[config.mk]
export PLATFORM = sky130hd
export DESIGN_NAME = tdma_slot_transmit_scheduler_top
export DESIGN_NICKNAME = d
export VERILOG_FILES = /design/src/tdmas_pkg.sv /design/src/tdmas_div.sv /design/src/tdma_slot_transmit_scheduler_top.sv
export SDC_FILE = /design/constraint.sdc
export NUM_CORES = 2
export LEC_CHECK = 0
export BUFFER_PORTS_ARGS = -buffer_cell sky130_fd_sc_hd__buf_2
export CAP_MARGIN = 0
export CORE_ASPECT_RATIO = 1.5
export CORE_UTILIZATION = 58
export DETAILED_ROUTE_END_ITERATION = 12
export PLACE_DENSITY = 0.89
export SYNTH_ARGS = -nofsm -noshare
export SYNTH_HDL_FRONTEND = slang
export SYNTH_SLANG_ARGS = --single-unit
[constraint.sdc]
create_clock -name clk -period 5.9 [get_ports clk]
set_clock_uncertainty 0.2 [all_clocks]
set_input_delay 1.18 -clock clk [delete_from_list [all_inputs] [get_ports clk]]
set_output_delay 1.18 -clock clk [all_outputs]
set_load 0.005 [all_outputs]
[src/tdmas_pkg.sv]
`default_nettype none

package tdmas_pkg;

    // default timer width and widths fixed by the item fields
    localparam int TIME_BITS_DEF = 32;
    localparam int TICK_BITS     = 32;
    localparam int SLOT_BITS     = 5;
    localparam int NSLOT_BITS    = 4;
    localparam int CFG_IDX_BITS  = 3;
    localparam int STATUS_BITS   = 3;
    // slot number times slot length
    localparam int PROD_BITS     = SLOT_BITS + TICK_BITS;

    // register indexes
    localparam logic [CFG_IDX_BITS-1:0] CFG_NODE_SLOT    = 3'd0;
    localparam logic [CFG_IDX_BITS-1:0] CFG_NUM_SLOTS    = 3'd1;
    localparam logic [CFG_IDX_BITS-1:0] CFG_SLOT_TICKS   = 3'd2;
    localparam logic [CFG_IDX_BITS-1:0] CFG_GUARD_TICKS  = 3'd3;
    localparam logic [CFG_IDX_BITS-1:0] CFG_PERIOD_TICKS = 3'd4;

    // register reset values
    localparam logic [SLOT_BITS-1:0]  RST_NODE_SLOT    = 5'd1;
    localparam logic [NSLOT_BITS-1:0] RST_NUM_SLOTS    = 4'd3;
    localparam logic [TICK_BITS-1:0]  RST_SLOT_TICKS   = 32'd10922;
    localparam logic [TICK_BITS-1:0]  RST_GUARD_TICKS  = 32'd2730;
    localparam logic [TICK_BITS-1:0]  RST_PERIOD_TICKS = 32'd32768;

    // result status codes
    localparam logic [STATUS_BITS-1:0] ST_LATCHED     = 3'd0;
    localparam logic [STATUS_BITS-1:0] ST_IGNORED     = 3'd1;
    localparam logic [STATUS_BITS-1:0] ST_NO_BEACON   = 3'd2;
    localparam logic [STATUS_BITS-1:0] ST_BEACON_NODE = 3'd3;
    localparam logic [STATUS_BITS-1:0] ST_SEND_NOW    = 3'd4;
    localparam logic [STATUS_BITS-1:0] ST_SEND_DELAY  = 3'd5;

    typedef struct packed {
        logic                 mode;
        logic [TICK_BITS-1:0] now;
    } evt_item_t;

    typedef struct packed {
        logic [STATUS_BITS-1:0] status;
        logic [TICK_BITS-1:0]   delay;
    } res_item_t;

endpackage

`default_nettype wire

[src/tdmas_div.sv]
`default_nettype none

module tdmas_div
    import tdmas_pkg::*;
#(
    parameter int TIME_BITS = TIME_BITS_DEF
)
(
    input  wire logic                 clk,
    input  wire logic                 rst_n,
    input  wire logic                 start,
    input  wire logic [TIME_BITS-1:0] dividend,
    input  wire logic [TICK_BITS-1:0] divisor,
    output logic                      done,
    output logic [TICK_BITS-1:0]      rem
);

    localparam int CNT_BITS = $clog2(TIME_BITS + 1);

    logic                 busy_reg, busy_next;
    logic                 done_reg, done_next;
    logic [CNT_BITS-1:0]  cnt_reg, cnt_next;
    logic [TIME_BITS-1:0] num_reg, num_next;
    logic [TICK_BITS-1:0] rem_reg, rem_next;
    logic [TICK_BITS-1:0] div_reg, div_next;

    logic [TICK_BITS:0]   trial;
    logic [TICK_BITS+1:0] diff;

    // one restoring step: shift in next dividend bit, subtract if it fits
    assign trial = {rem_reg, num_reg[TIME_BITS-1]};
    assign diff  = {1'b0, trial} - {2'b00, div_reg};

    always_comb
    begin
        busy_next = busy_reg;
        done_next = 1'b0;
        cnt_next  = cnt_reg;
        num_next  = num_reg;
        rem_next  = rem_reg;
        div_next  = div_reg;
        if (start)
        begin
            busy_next = 1'b1;
            cnt_next  = CNT_BITS'(TIME_BITS);
            num_next  = dividend;
            rem_next  = '0;
            div_next  = divisor;
        end
        else if (busy_reg)
        begin
            rem_next = diff[TICK_BITS+1] ? trial[TICK_BITS-1:0] : diff[TICK_BITS-1:0];
            num_next = num_reg << 1;
            cnt_next = cnt_reg - 1'b1;
            if (cnt_reg == CNT_BITS'(1))
            begin
                busy_next = 1'b0;
                done_next = 1'b1;
            end
        end
    end

    always_ff @(posedge clk or negedge rst_n)
    begin
        if (!rst_n)
        begin
            busy_reg <= 1'b0;
            done_reg <= 1'b0;
            cnt_reg  <= '0;
        end
        else
        begin
            busy_reg <= busy_next;
            done_reg <= done_next;
            cnt_reg  <= cnt_next;
        end
    end

    always_ff @(posedge clk)
    begin
        num_reg <= num_next;
        rem_reg <= rem_next;
        div_reg <= div_next;
    end

    assign done = done_reg;
    assign rem  = rem_reg;

endmodule

`default_nettype wire

[src/tdma_slot_transmit_scheduler_top.sv]
// tdma slot transmit scheduler with guard period
//
// evt channel (evt_valid / evt_stall / evt): one timestamped event per transfer,
// mode 0 = beacon received, mode 1 = send request; now is the timer value.
// res channel (res_valid / res_stall / res): exactly one result per event,
// status code plus delay in ticks (delay is zero unless status is send after delay).
// cfg port: cfg_we writes cfg_data into register cfg_index (node slot, number of
// slots, slot length, guard length, period length); indexes beyond the list are dropped.
//
// beacons, refused requests and beacon node requests pass only the decide and output
// states. a scheduled send request also passes the slot product, limit and evaluate
// states, and the divide state when the origin must be folded forward by whole periods:
// that fold is a remainder taken one bit per cycle on a restoring divider. one event is
// in work at a time; evt_stall is high from the transfer until the result is loaded into
// the output register, which frees the sequencer: while res_stall holds a result, the
// next event may still be taken, and its result waits until the register empties.
// reset clears the beacon flag and the origin and restores register defaults.
`default_nettype none

module tdma_slot_transmit_scheduler_top
    import tdmas_pkg::*;
#(
    parameter int TIME_BITS = TIME_BITS_DEF
)
(
    input  wire logic                    clk,
    input  wire logic                    rst_n,
    input  wire logic                    evt_valid,
    output logic                         evt_stall,
    input  wire evt_item_t               evt,
    output logic                         res_valid,
    input  wire logic                    res_stall,
    output res_item_t                    res,
    input  wire logic                    cfg_we,
    input  wire logic [CFG_IDX_BITS-1:0] cfg_index,
    input  wire logic [TICK_BITS-1:0]    cfg_data
);

    // compare width covers both the timer and slot products
    localparam int CW = ((TIME_BITS > PROD_BITS) ? TIME_BITS : PROD_BITS) + 1;
    // delay bits that survive the timer wrap and the 32 bit field
    localparam int OW = (TIME_BITS < TICK_BITS) ? TIME_BITS : TICK_BITS;

    // sequencer codes
    localparam logic [2:0] S_IDLE   = 3'd0;
    localparam logic [2:0] S_DECIDE = 3'd1;
    localparam logic [2:0] S_DIV    = 3'd2;
    localparam logic [2:0] S_MUL    = 3'd3;
    localparam logic [2:0] S_LIM    = 3'd4;
    localparam logic [2:0] S_EVAL   = 3'd5;
    localparam logic [2:0] S_OUT    = 3'd6;

    // configuration registers
    logic [SLOT_BITS-1:0]  node_slot_reg;
    logic [NSLOT_BITS-1:0] num_slots_reg;
    logic [TICK_BITS-1:0]  slot_ticks_reg;
    logic [TICK_BITS-1:0]  guard_ticks_reg;
    logic [TICK_BITS-1:0]  period_ticks_reg;

    // sequencer and scheduling state
    logic [2:0]             state_reg, state_next;
    logic                   seen_reg, seen_next;
    logic [TIME_BITS-1:0]   origin_reg, origin_next;
    logic                   mode_reg, mode_next;
    logic [TIME_BITS-1:0]   now_reg, now_next;
    logic [TIME_BITS-1:0]   d_reg, d_next;
    logic [PROD_BITS-1:0]   start_reg, start_next;
    logic [PROD_BITS-1:0]   limit_reg, limit_next;
    logic [STATUS_BITS-1:0] status_reg, status_next;
    logic [TICK_BITS-1:0]   delay_reg, delay_next;

    // output register
    logic      res_valid_reg, res_valid_next;
    res_item_t res_reg, res_next;

    // derived values
    logic                   evt_xfer;
    logic [63:0]            now_wide;
    logic [TIME_BITS-1:0]   d_now;
    logic [TICK_BITS-1:0]   per_t;
    logic [TICK_BITS-1:0]   slot_t;
    logic [SLOT_BITS-1:0]   sid;
    logic [SLOT_BITS-1:0]   s_idx;
    logic                   beacon_node;
    logic [PROD_BITS-1:0]   end_v;
    logic [PROD_BITS-1:0]   guard_x;
    logic [CW-1:0]          d_x, per_x, start_x, limit_x, d_now_x;
    logic [CW-1:0]          wait_same, wait_next;

    // divider link
    logic                   div_start;
    logic                   div_done;
    logic [TICK_BITS-1:0]   div_rem;
    logic [63:0]            rem_wide;
    logic [TIME_BITS-1:0]   rem_t;

    assign evt_stall = (state_reg != S_IDLE);
    assign evt_xfer  = evt_valid && !evt_stall;

    // timer value kept at the timer width
    assign now_wide = 64'(evt.now);
    assign rem_wide = 64'(div_rem);
    assign rem_t    = rem_wide[TIME_BITS-1:0];

    // zero lengths and slot zero behave as one
    assign per_t  = (period_ticks_reg == '0) ? TICK_BITS'(1) : period_ticks_reg;
    assign slot_t = (slot_ticks_reg == '0) ? TICK_BITS'(1) : slot_ticks_reg;
    assign sid    = (node_slot_reg == '0) ? SLOT_BITS'(1) : node_slot_reg;
    assign s_idx  = sid - SLOT_BITS'(1);

    assign beacon_node = (node_slot_reg == ({1'b0, num_slots_reg} + SLOT_BITS'(1)));

    // elapsed time since origin, wrapping at the timer width
    assign d_now   = now_reg - origin_reg;
    assign d_now_x = CW'(d_now);
    assign per_x   = CW'(per_t);

    // slot end and the guard length at the product width
    assign end_v   = start_reg + PROD_BITS'(slot_t);
    assign guard_x = PROD_BITS'(guard_ticks_reg);

    assign d_x       = CW'(d_reg);
    assign start_x   = CW'(start_reg);
    assign limit_x   = CW'(limit_reg);
    assign wait_same = start_x - d_x;
    assign wait_next = per_x - d_x + start_x;

    tdmas_div #(
        .TIME_BITS (TIME_BITS)
    ) u_div (
        .clk      (clk),
        .rst_n    (rst_n),
        .start    (div_start),
        .dividend (d_now),
        .divisor  (per_t),
        .done     (div_done),
        .rem      (div_rem)
    );

    always_comb
    begin
        state_next     = state_reg;
        seen_next      = seen_reg;
        origin_next    = origin_reg;
        mode_next      = mode_reg;
        now_next       = now_reg;
        d_next         = d_reg;
        start_next     = start_reg;
        limit_next     = limit_reg;
        status_next    = status_reg;
        delay_next     = delay_reg;
        res_next       = res_reg;
        res_valid_next = res_valid_reg && res_stall;
        div_start      = 1'b0;

        unique case (state_reg)
            S_IDLE:
            begin
                if (evt_xfer)
                begin
                    mode_next  = evt.mode;
                    now_next   = now_wide[TIME_BITS-1:0];
                    state_next = S_DECIDE;
                end
            end
            S_DECIDE:
            begin
                delay_next = '0;
                state_next = S_OUT;
                if (!mode_reg)
                begin
                    // only the first beacon sets the origin
                    if (!seen_reg)
                    begin
                        origin_next = now_reg;
                        seen_next   = 1'b1;
                        status_next = ST_LATCHED;
                    end
                    else
                    begin
                        status_next = ST_IGNORED;
                    end
                end
                else if (beacon_node)
                begin
                    status_next = ST_BEACON_NODE;
                end
                else if (!seen_reg)
                begin
                    status_next = ST_NO_BEACON;
                end
                else
                begin
                    d_next = d_now;
                    if (d_now_x > per_x)
                    begin
                        // kick the divider with the elapsed time
                        div_start  = 1'b1;
                        state_next = S_DIV;
                    end
                    else
                    begin
                        state_next = S_MUL;
                    end
                end
            end
            S_DIV:
            begin
                // wait for the remainder
                if (div_done)
                begin
                    // origin + whole periods equals now minus the remainder
                    d_next      = rem_t;
                    origin_next = now_reg - rem_t;
                    state_next  = S_MUL;
                end
            end
            S_MUL:
            begin
                start_next = {{(PROD_BITS-SLOT_BITS){1'b0}}, s_idx}
                             * {{SLOT_BITS{1'b0}}, slot_t};
                state_next = S_LIM;
            end
            S_LIM:
            begin
                limit_next = (end_v > guard_x) ? (end_v - guard_x) : '0;
                state_next = S_EVAL;
            end
            S_EVAL:
            begin
                state_next = S_OUT;
                if (d_x < start_x)
                begin
                    // slot still ahead in this period
                    status_next = ST_SEND_DELAY;
                    delay_next  = TICK_BITS'(wait_same[OW-1:0]);
                end
                else if (d_x < limit_x)
                begin
                    status_next = ST_SEND_NOW;
                    delay_next  = '0;
                end
                else
                begin
                    // slot passed or inside guard: wait for next period
                    status_next = ST_SEND_DELAY;
                    delay_next  = TICK_BITS'(wait_next[OW-1:0]);
                end
            end
            S_OUT:
            begin
                if (!res_valid_reg || !res_stall)
                begin
                    res_next.status = status_reg;
                    res_next.delay  = delay_reg;
                    res_valid_next  = 1'b1;
                    state_next      = S_IDLE;
                end
            end
            default:
            begin
                state_next = S_IDLE;
            end
        endcase
    end

    always_ff @(posedge clk or negedge rst_n)
    begin
        if (!rst_n)
        begin
            state_reg        <= S_IDLE;
            seen_reg         <= 1'b0;
            origin_reg       <= '0;
            res_valid_reg    <= 1'b0;
            node_slot_reg    <= RST_NODE_SLOT;
            num_slots_reg    <= RST_NUM_SLOTS;
            slot_ticks_reg   <= RST_SLOT_TICKS;
            guard_ticks_reg  <= RST_GUARD_TICKS;
            period_ticks_reg <= RST_PERIOD_TICKS;
        end
        else
        begin
            state_reg     <= state_next;
            seen_reg      <= seen_next;
            origin_reg    <= origin_next;
            res_valid_reg <= res_valid_next;
            if (cfg_we)
            begin
                unique case (cfg_index)
                    CFG_NODE_SLOT:    node_slot_reg    <= cfg_data[SLOT_BITS-1:0];
                    CFG_NUM_SLOTS:    num_slots_reg    <= cfg_data[NSLOT_BITS-1:0];
                    CFG_SLOT_TICKS:   slot_ticks_reg   <= cfg_data;
                    CFG_GUARD_TICKS:  guard_ticks_reg  <= cfg_data;
                    CFG_PERIOD_TICKS: period_ticks_reg <= cfg_data;
                    default:
                    begin
                    end
                endcase
            end
        end
    end

    always_ff @(posedge clk)
    begin
        mode_reg   <= mode_next;
        now_reg    <= now_next;
        d_reg      <= d_next;
        start_reg  <= start_next;
        limit_reg  <= limit_next;
        status_reg <= status_next;
        delay_reg  <= delay_next;
        res_reg    <= res_next;
    end

    assign res_valid = res_valid_reg;
    assign res       = res_reg;

    // only a delayed send carries a nonzero delay
    a_delay_zero: assert property (@(posedge clk) disable iff (!rst_n)
        res_valid |-> (res.status == ST_SEND_DELAY || res.delay == '0))
        else $error("nonzero delay on a result without delay");

    // a latched beacon always leaves the beacon flag set
    a_latch_seen: assert property (@(posedge clk) disable iff (!rst_n)
        (res_valid && res.status == ST_LATCHED) |-> seen_reg)
        else $error("beacon latched but flag clear");

    // after folding, elapsed time never exceeds one period
    a_fold_range: assert property (@(posedge clk) disable iff (!rst_n)
        (state_reg == S_EVAL) |-> (d_x <= per_x))
        else $error("elapsed time beyond one period at evaluation");

    // the divider only finishes while the sequencer waits for it
    a_div_state: assert property (@(posedge clk) disable iff (!rst_n)
        div_done |-> (state_reg == S_DIV))
        else $error("divider finished outside its wait state");

endmodule

`default_nettype wire

==> out/qor.txt <==
OUTCOME
---------------------------------------------------------------------------------------
Outcome                                                                    complete, but fails checks
Violated checks                                                            negative setup slack

GRT
---------------------------------------------------------------------------------------
Antenna violations before repair                                                      2
Global-route congestion overflow total                                                0
First-pass GRT wire length                                                 162000 microns
Overall global routing resource usage                                             31.6%
Maximum number of pins on one net before global-route repair                         73
Number of global-route vias before repair                                         31500

FLOORPLANNING
---------------------------------------------------------------------------------------
# IOs                                                                               110
Vertical die dimension                                                      311 microns
Die Span X                                                                  208 microns
Area of the core                                                           0.0626 sq mm
Overall die area                                                           0.0647 sq mm
Site Rows                                                                           112
Initial core utilization                                                          59.0%

PLACED DESIGN
---------------------------------------------------------------------------------------
Half-perimeter wire length after detailed placement                        79200 microns
Worst setup slack after placement                                             -0.703 ns
Final weighted congestion of routability-driven global placement                  0.973
Number of cells after detailed placement                                           4939
Number of buffers inserted by port buffering                                        109

CLOCK NETWORK
---------------------------------------------------------------------------------------
Total clock buffers created by CTS                                                   45
TritonCTS clock tree                                                              built
Clock tree sinks                                                                    455
Maximum count of clock buffers along a single path                                    3
Count of hold buffers inserted by post-cts repair                                     0
CTS clk-pin slew, worst paths                                                   0.07 ns
Clock latency at the later pin of the worst-skew pair                           0.62 ns
Root buf cell                                                              sky130_fd_sc_hd__clkbuf_16
Number of levels in the clock H-tree                                                  2

SETUP PATH
---------------------------------------------------------------------------------------
Worst Setup End Kind                                                               flop
Cells on worst reg2reg path                                                          23
Worst reg2reg endpoint                                                     start_reg[35]
Worst reg2reg startpoint                                                   node_slot_reg[1]
Endpoint required time on the critical path                                     6.06 ns
Arrival time reported for the critical path endpoint                            6.14 ns
Type of the worst setup path                                               flop to flop
Worst R2R Setup Slack                                                          -0.08 ns
Worst Path Max Fanout                                                                 6
Launching element type of the critical path                                        flop

CELLS AND AREA
---------------------------------------------------------------------------------------
Highest-count cells in the layout ignoring fill and taps                   sky130_fd_sc_hd__inv_1, sky130_fd_sc_hd__ha_1, sky130_fd_sc_hd__nand2_1
Cell Count, Final, Fillers Out                                                     5053
Post-layout util                                                                  67.7%
Number of nets in the final layout                                                 4781
Commonest non-fill, non-tap cell in the layout                             sky130_fd_sc_hd__inv_1
Fraction of final layout cells sized beyond drive strength 1                      17.3%
Growth of design area from synthesis to finish                                    14.9%

LOGIC SYNTHESIS
---------------------------------------------------------------------------------------
Top post-synthesis cells by area                                           sky130_fd_sc_hd__edfxtp_1, sky130_fd_sc_hd__ha_1, sky130_fd_sc_hd__dfrtp_1, sky130_fd_sc_hd__fa_1, sky130_fd_sc_hd__inv_1
Netlist area before placement                                              0.0369 sq mm
Fraction of registers with async set/reset                                        33.0%
Cell count after synthesis                                                         3979
Net Count, Synth                                                                   4543
Biggest area consumer among synthesized cells                              sky130_fd_sc_hd__edfxtp_1
Total of flip-flops plus latches after synthesis                                    455
Top-area cell type share of the netlist area                                      22.2%
Share of the yosys chip area belonging to registers                               34.2%
Number of flops mapped to enable cells by yosys                                     273
Post-Synthesis Mean Instance Area                                            9.28 sq um
Most used flip-flop cell after synthesis                                   sky130_fd_sc_hd__edfxtp_1
Ys Warns                                                                              0
Number of library cell types mapped by synthesis                                     81

TIMING
---------------------------------------------------------------------------------------
Final setup violating endpoints                                                      17
Worst max-slew margin expressed relative to the limit                             21.4%
Final critical-path required period                                             5.98 ns
Final period utilization                                                           101%
Worst Tran Pin Value                                                            1.18 ns
Number of hold violations in the final report                                         0
RSZ-0062 raised after global routing                                               true
Post-route worst setup slack                                                 -0.0821 ns
Maximum achievable frequency                                                  0.167 GHz
Worst Hold Slack                                                               0.204 ns
Max Slew Vio Count                                                                    0

WORST HOLD PATH
---------------------------------------------------------------------------------------
Tightest Hold Check Type                                                   flop to flop
Worst Hold Launch                                                          delay_reg[19]
Worst hold path cell count                                                            0
End point of the worst hold path                                                res[19]

ROUTE
---------------------------------------------------------------------------------------
Drt via density                                                                    6.07
Antenna violation net count after detailed routing                                    0
Via count                                                                         30700
Routed wire length                                                         104000 microns
Number of DRC violations after detailed routing                                       0
Drt first pass iters                                                                  6
Number of violations reported at the end of detailed-routing iteration 0           2124
Routed length per instance                                                 20.7 microns

RUN
---------------------------------------------------------------------------------------
Max Cap Viol                                                                          0

==> worst max-delay path: stages (launching register included) <==
cell and delay, ns:
sky130_fd_sc_hd__dfrtp_1 0.42, sky130_fd_sc_hd__buf_6 0.15, sky130_fd_sc_hd__nor3_4 0.24, sky130_fd_sc_hd__nand2b_4 0.11
sky130_fd_sc_hd__xor2_2 0.18, sky130_fd_sc_hd__buf_6 0.14, sky130_fd_sc_hd__buf_4 0.14, sky130_fd_sc_hd__nor2b_4 0.11
sky130_fd_sc_hd__fa_1 0.45, sky130_fd_sc_hd__fa_1 0.50, sky130_fd_sc_hd__inv_1 0.05, sky130_fd_sc_hd__fa_1 0.47
sky130_fd_sc_hd__inv_1 0.06, sky130_fd_sc_hd__ha_4 0.27, sky130_fd_sc_hd__nand4_1 0.16, sky130_fd_sc_hd__nor4_4 0.37
sky130_fd_sc_hd__o311ai_4 0.18, sky130_fd_sc_hd__a211oi_4 0.38, sky130_fd_sc_hd__o2111ai_2 0.20, sky130_fd_sc_hd__a21oi_2 0.21
sky130_fd_sc_hd__nor3_2 0.08, sky130_fd_sc_hd__o41ai_2 0.39, sky130_fd_sc_hd__a21oi_1 0.13, sky130_fd_sc_hd__xnor2_1 0.14
==> layout make-up <==
cell class              count  area, sq um
fillers                  4541        20200
well taps                 798          998
repair buffers            360         2650
flip-flops and latches    455        12600
clock buffers              51         1170
diodes                      1         2.50
clock inverters            33          404
multi-input cells        2842        22700
inverters                 513         1930
==> routing by layer <==
layer  vias up  track usage (%)  part of all wire, %
met2      1113             58.7                   51
met4         0             20.1                  7.6
li1      14300                -                    -
met3       370             3.71                  5.2
met5         -                0                    0
met1     14900             33.7                   36
==> cell families after synthesis <==
family          Yosys count  share of synthesized area, %
mux                     122                          3.69
compound gates          957                          16.8
xor+xnor                226                          5.36
fa+ha+maj               491                          19.2
buf+inv                 682                          6.97
flops                   455                          34.2
simple gates           1046                          13.8
==> cells in the mapped netlist (all sizes together) (11+ instances only) <==
cell,n
nand2b,45
clkbuf,147
dfstp,17
edfxtp,273
or2,11
dfxtp,32
o22ai,12
buf,22
a22oi,11
and2,77
xnor2,158
fa,127
nand4,42
dfrtp,133
nor2,250
a211oi,54
a21oi,260
a311oi,22
o21ai,203
o31ai,13
nor4,31
a21o,143
xor2,68
inv,513
nand2,295
nor2b,102
o211ai,20
and3,27
ha,364
or3,15
mux2,112
o21a,36
nand3,62
a31oi,36
nor3,57
o21bai,37
==> worst max path at each step <==
| stage | slack, ns | endpoint | from |
|---|---|---|---|
| after CTS | -0.04 | limit_reg[33] | slot_ticks_reg[29] |
| after global routing | -0.32 | start_reg[35] | node_slot_reg[1] |
| after floorplan | 0.01 | limit_reg[2] | slot_ticks_reg[7] |
| final | -0.08 | start_reg[35] | node_slot_reg[1] |
| after global placement | -0.57 | limit_reg[33] | slot_ticks_reg[31] |
| after detailed placement | -0.70 | limit_reg[33] | slot_ticks_reg[30] |
==> stage by stage <==
step	TNS, ns	instance area [sq um]
floorplan	0	37000
global placement	-19.41	39600
detailed placement	-26.33	39600
CTS	-0.0401	41500
global route	-7.22	42400
finish	-0.500	42400
==> repair_timing <==
action | in CTS | in global routing
resized for setup | 60 | 143
buffers inserted | 7 | 20
pin swaps | 35 | 89
gates cloned | 0 | 5
setup endpoints to repair | 50 | 115
Power is left out: the tool's default activity adds up to more than one toggle a clock period on the data nets, which glitch-free logic cannot reach.
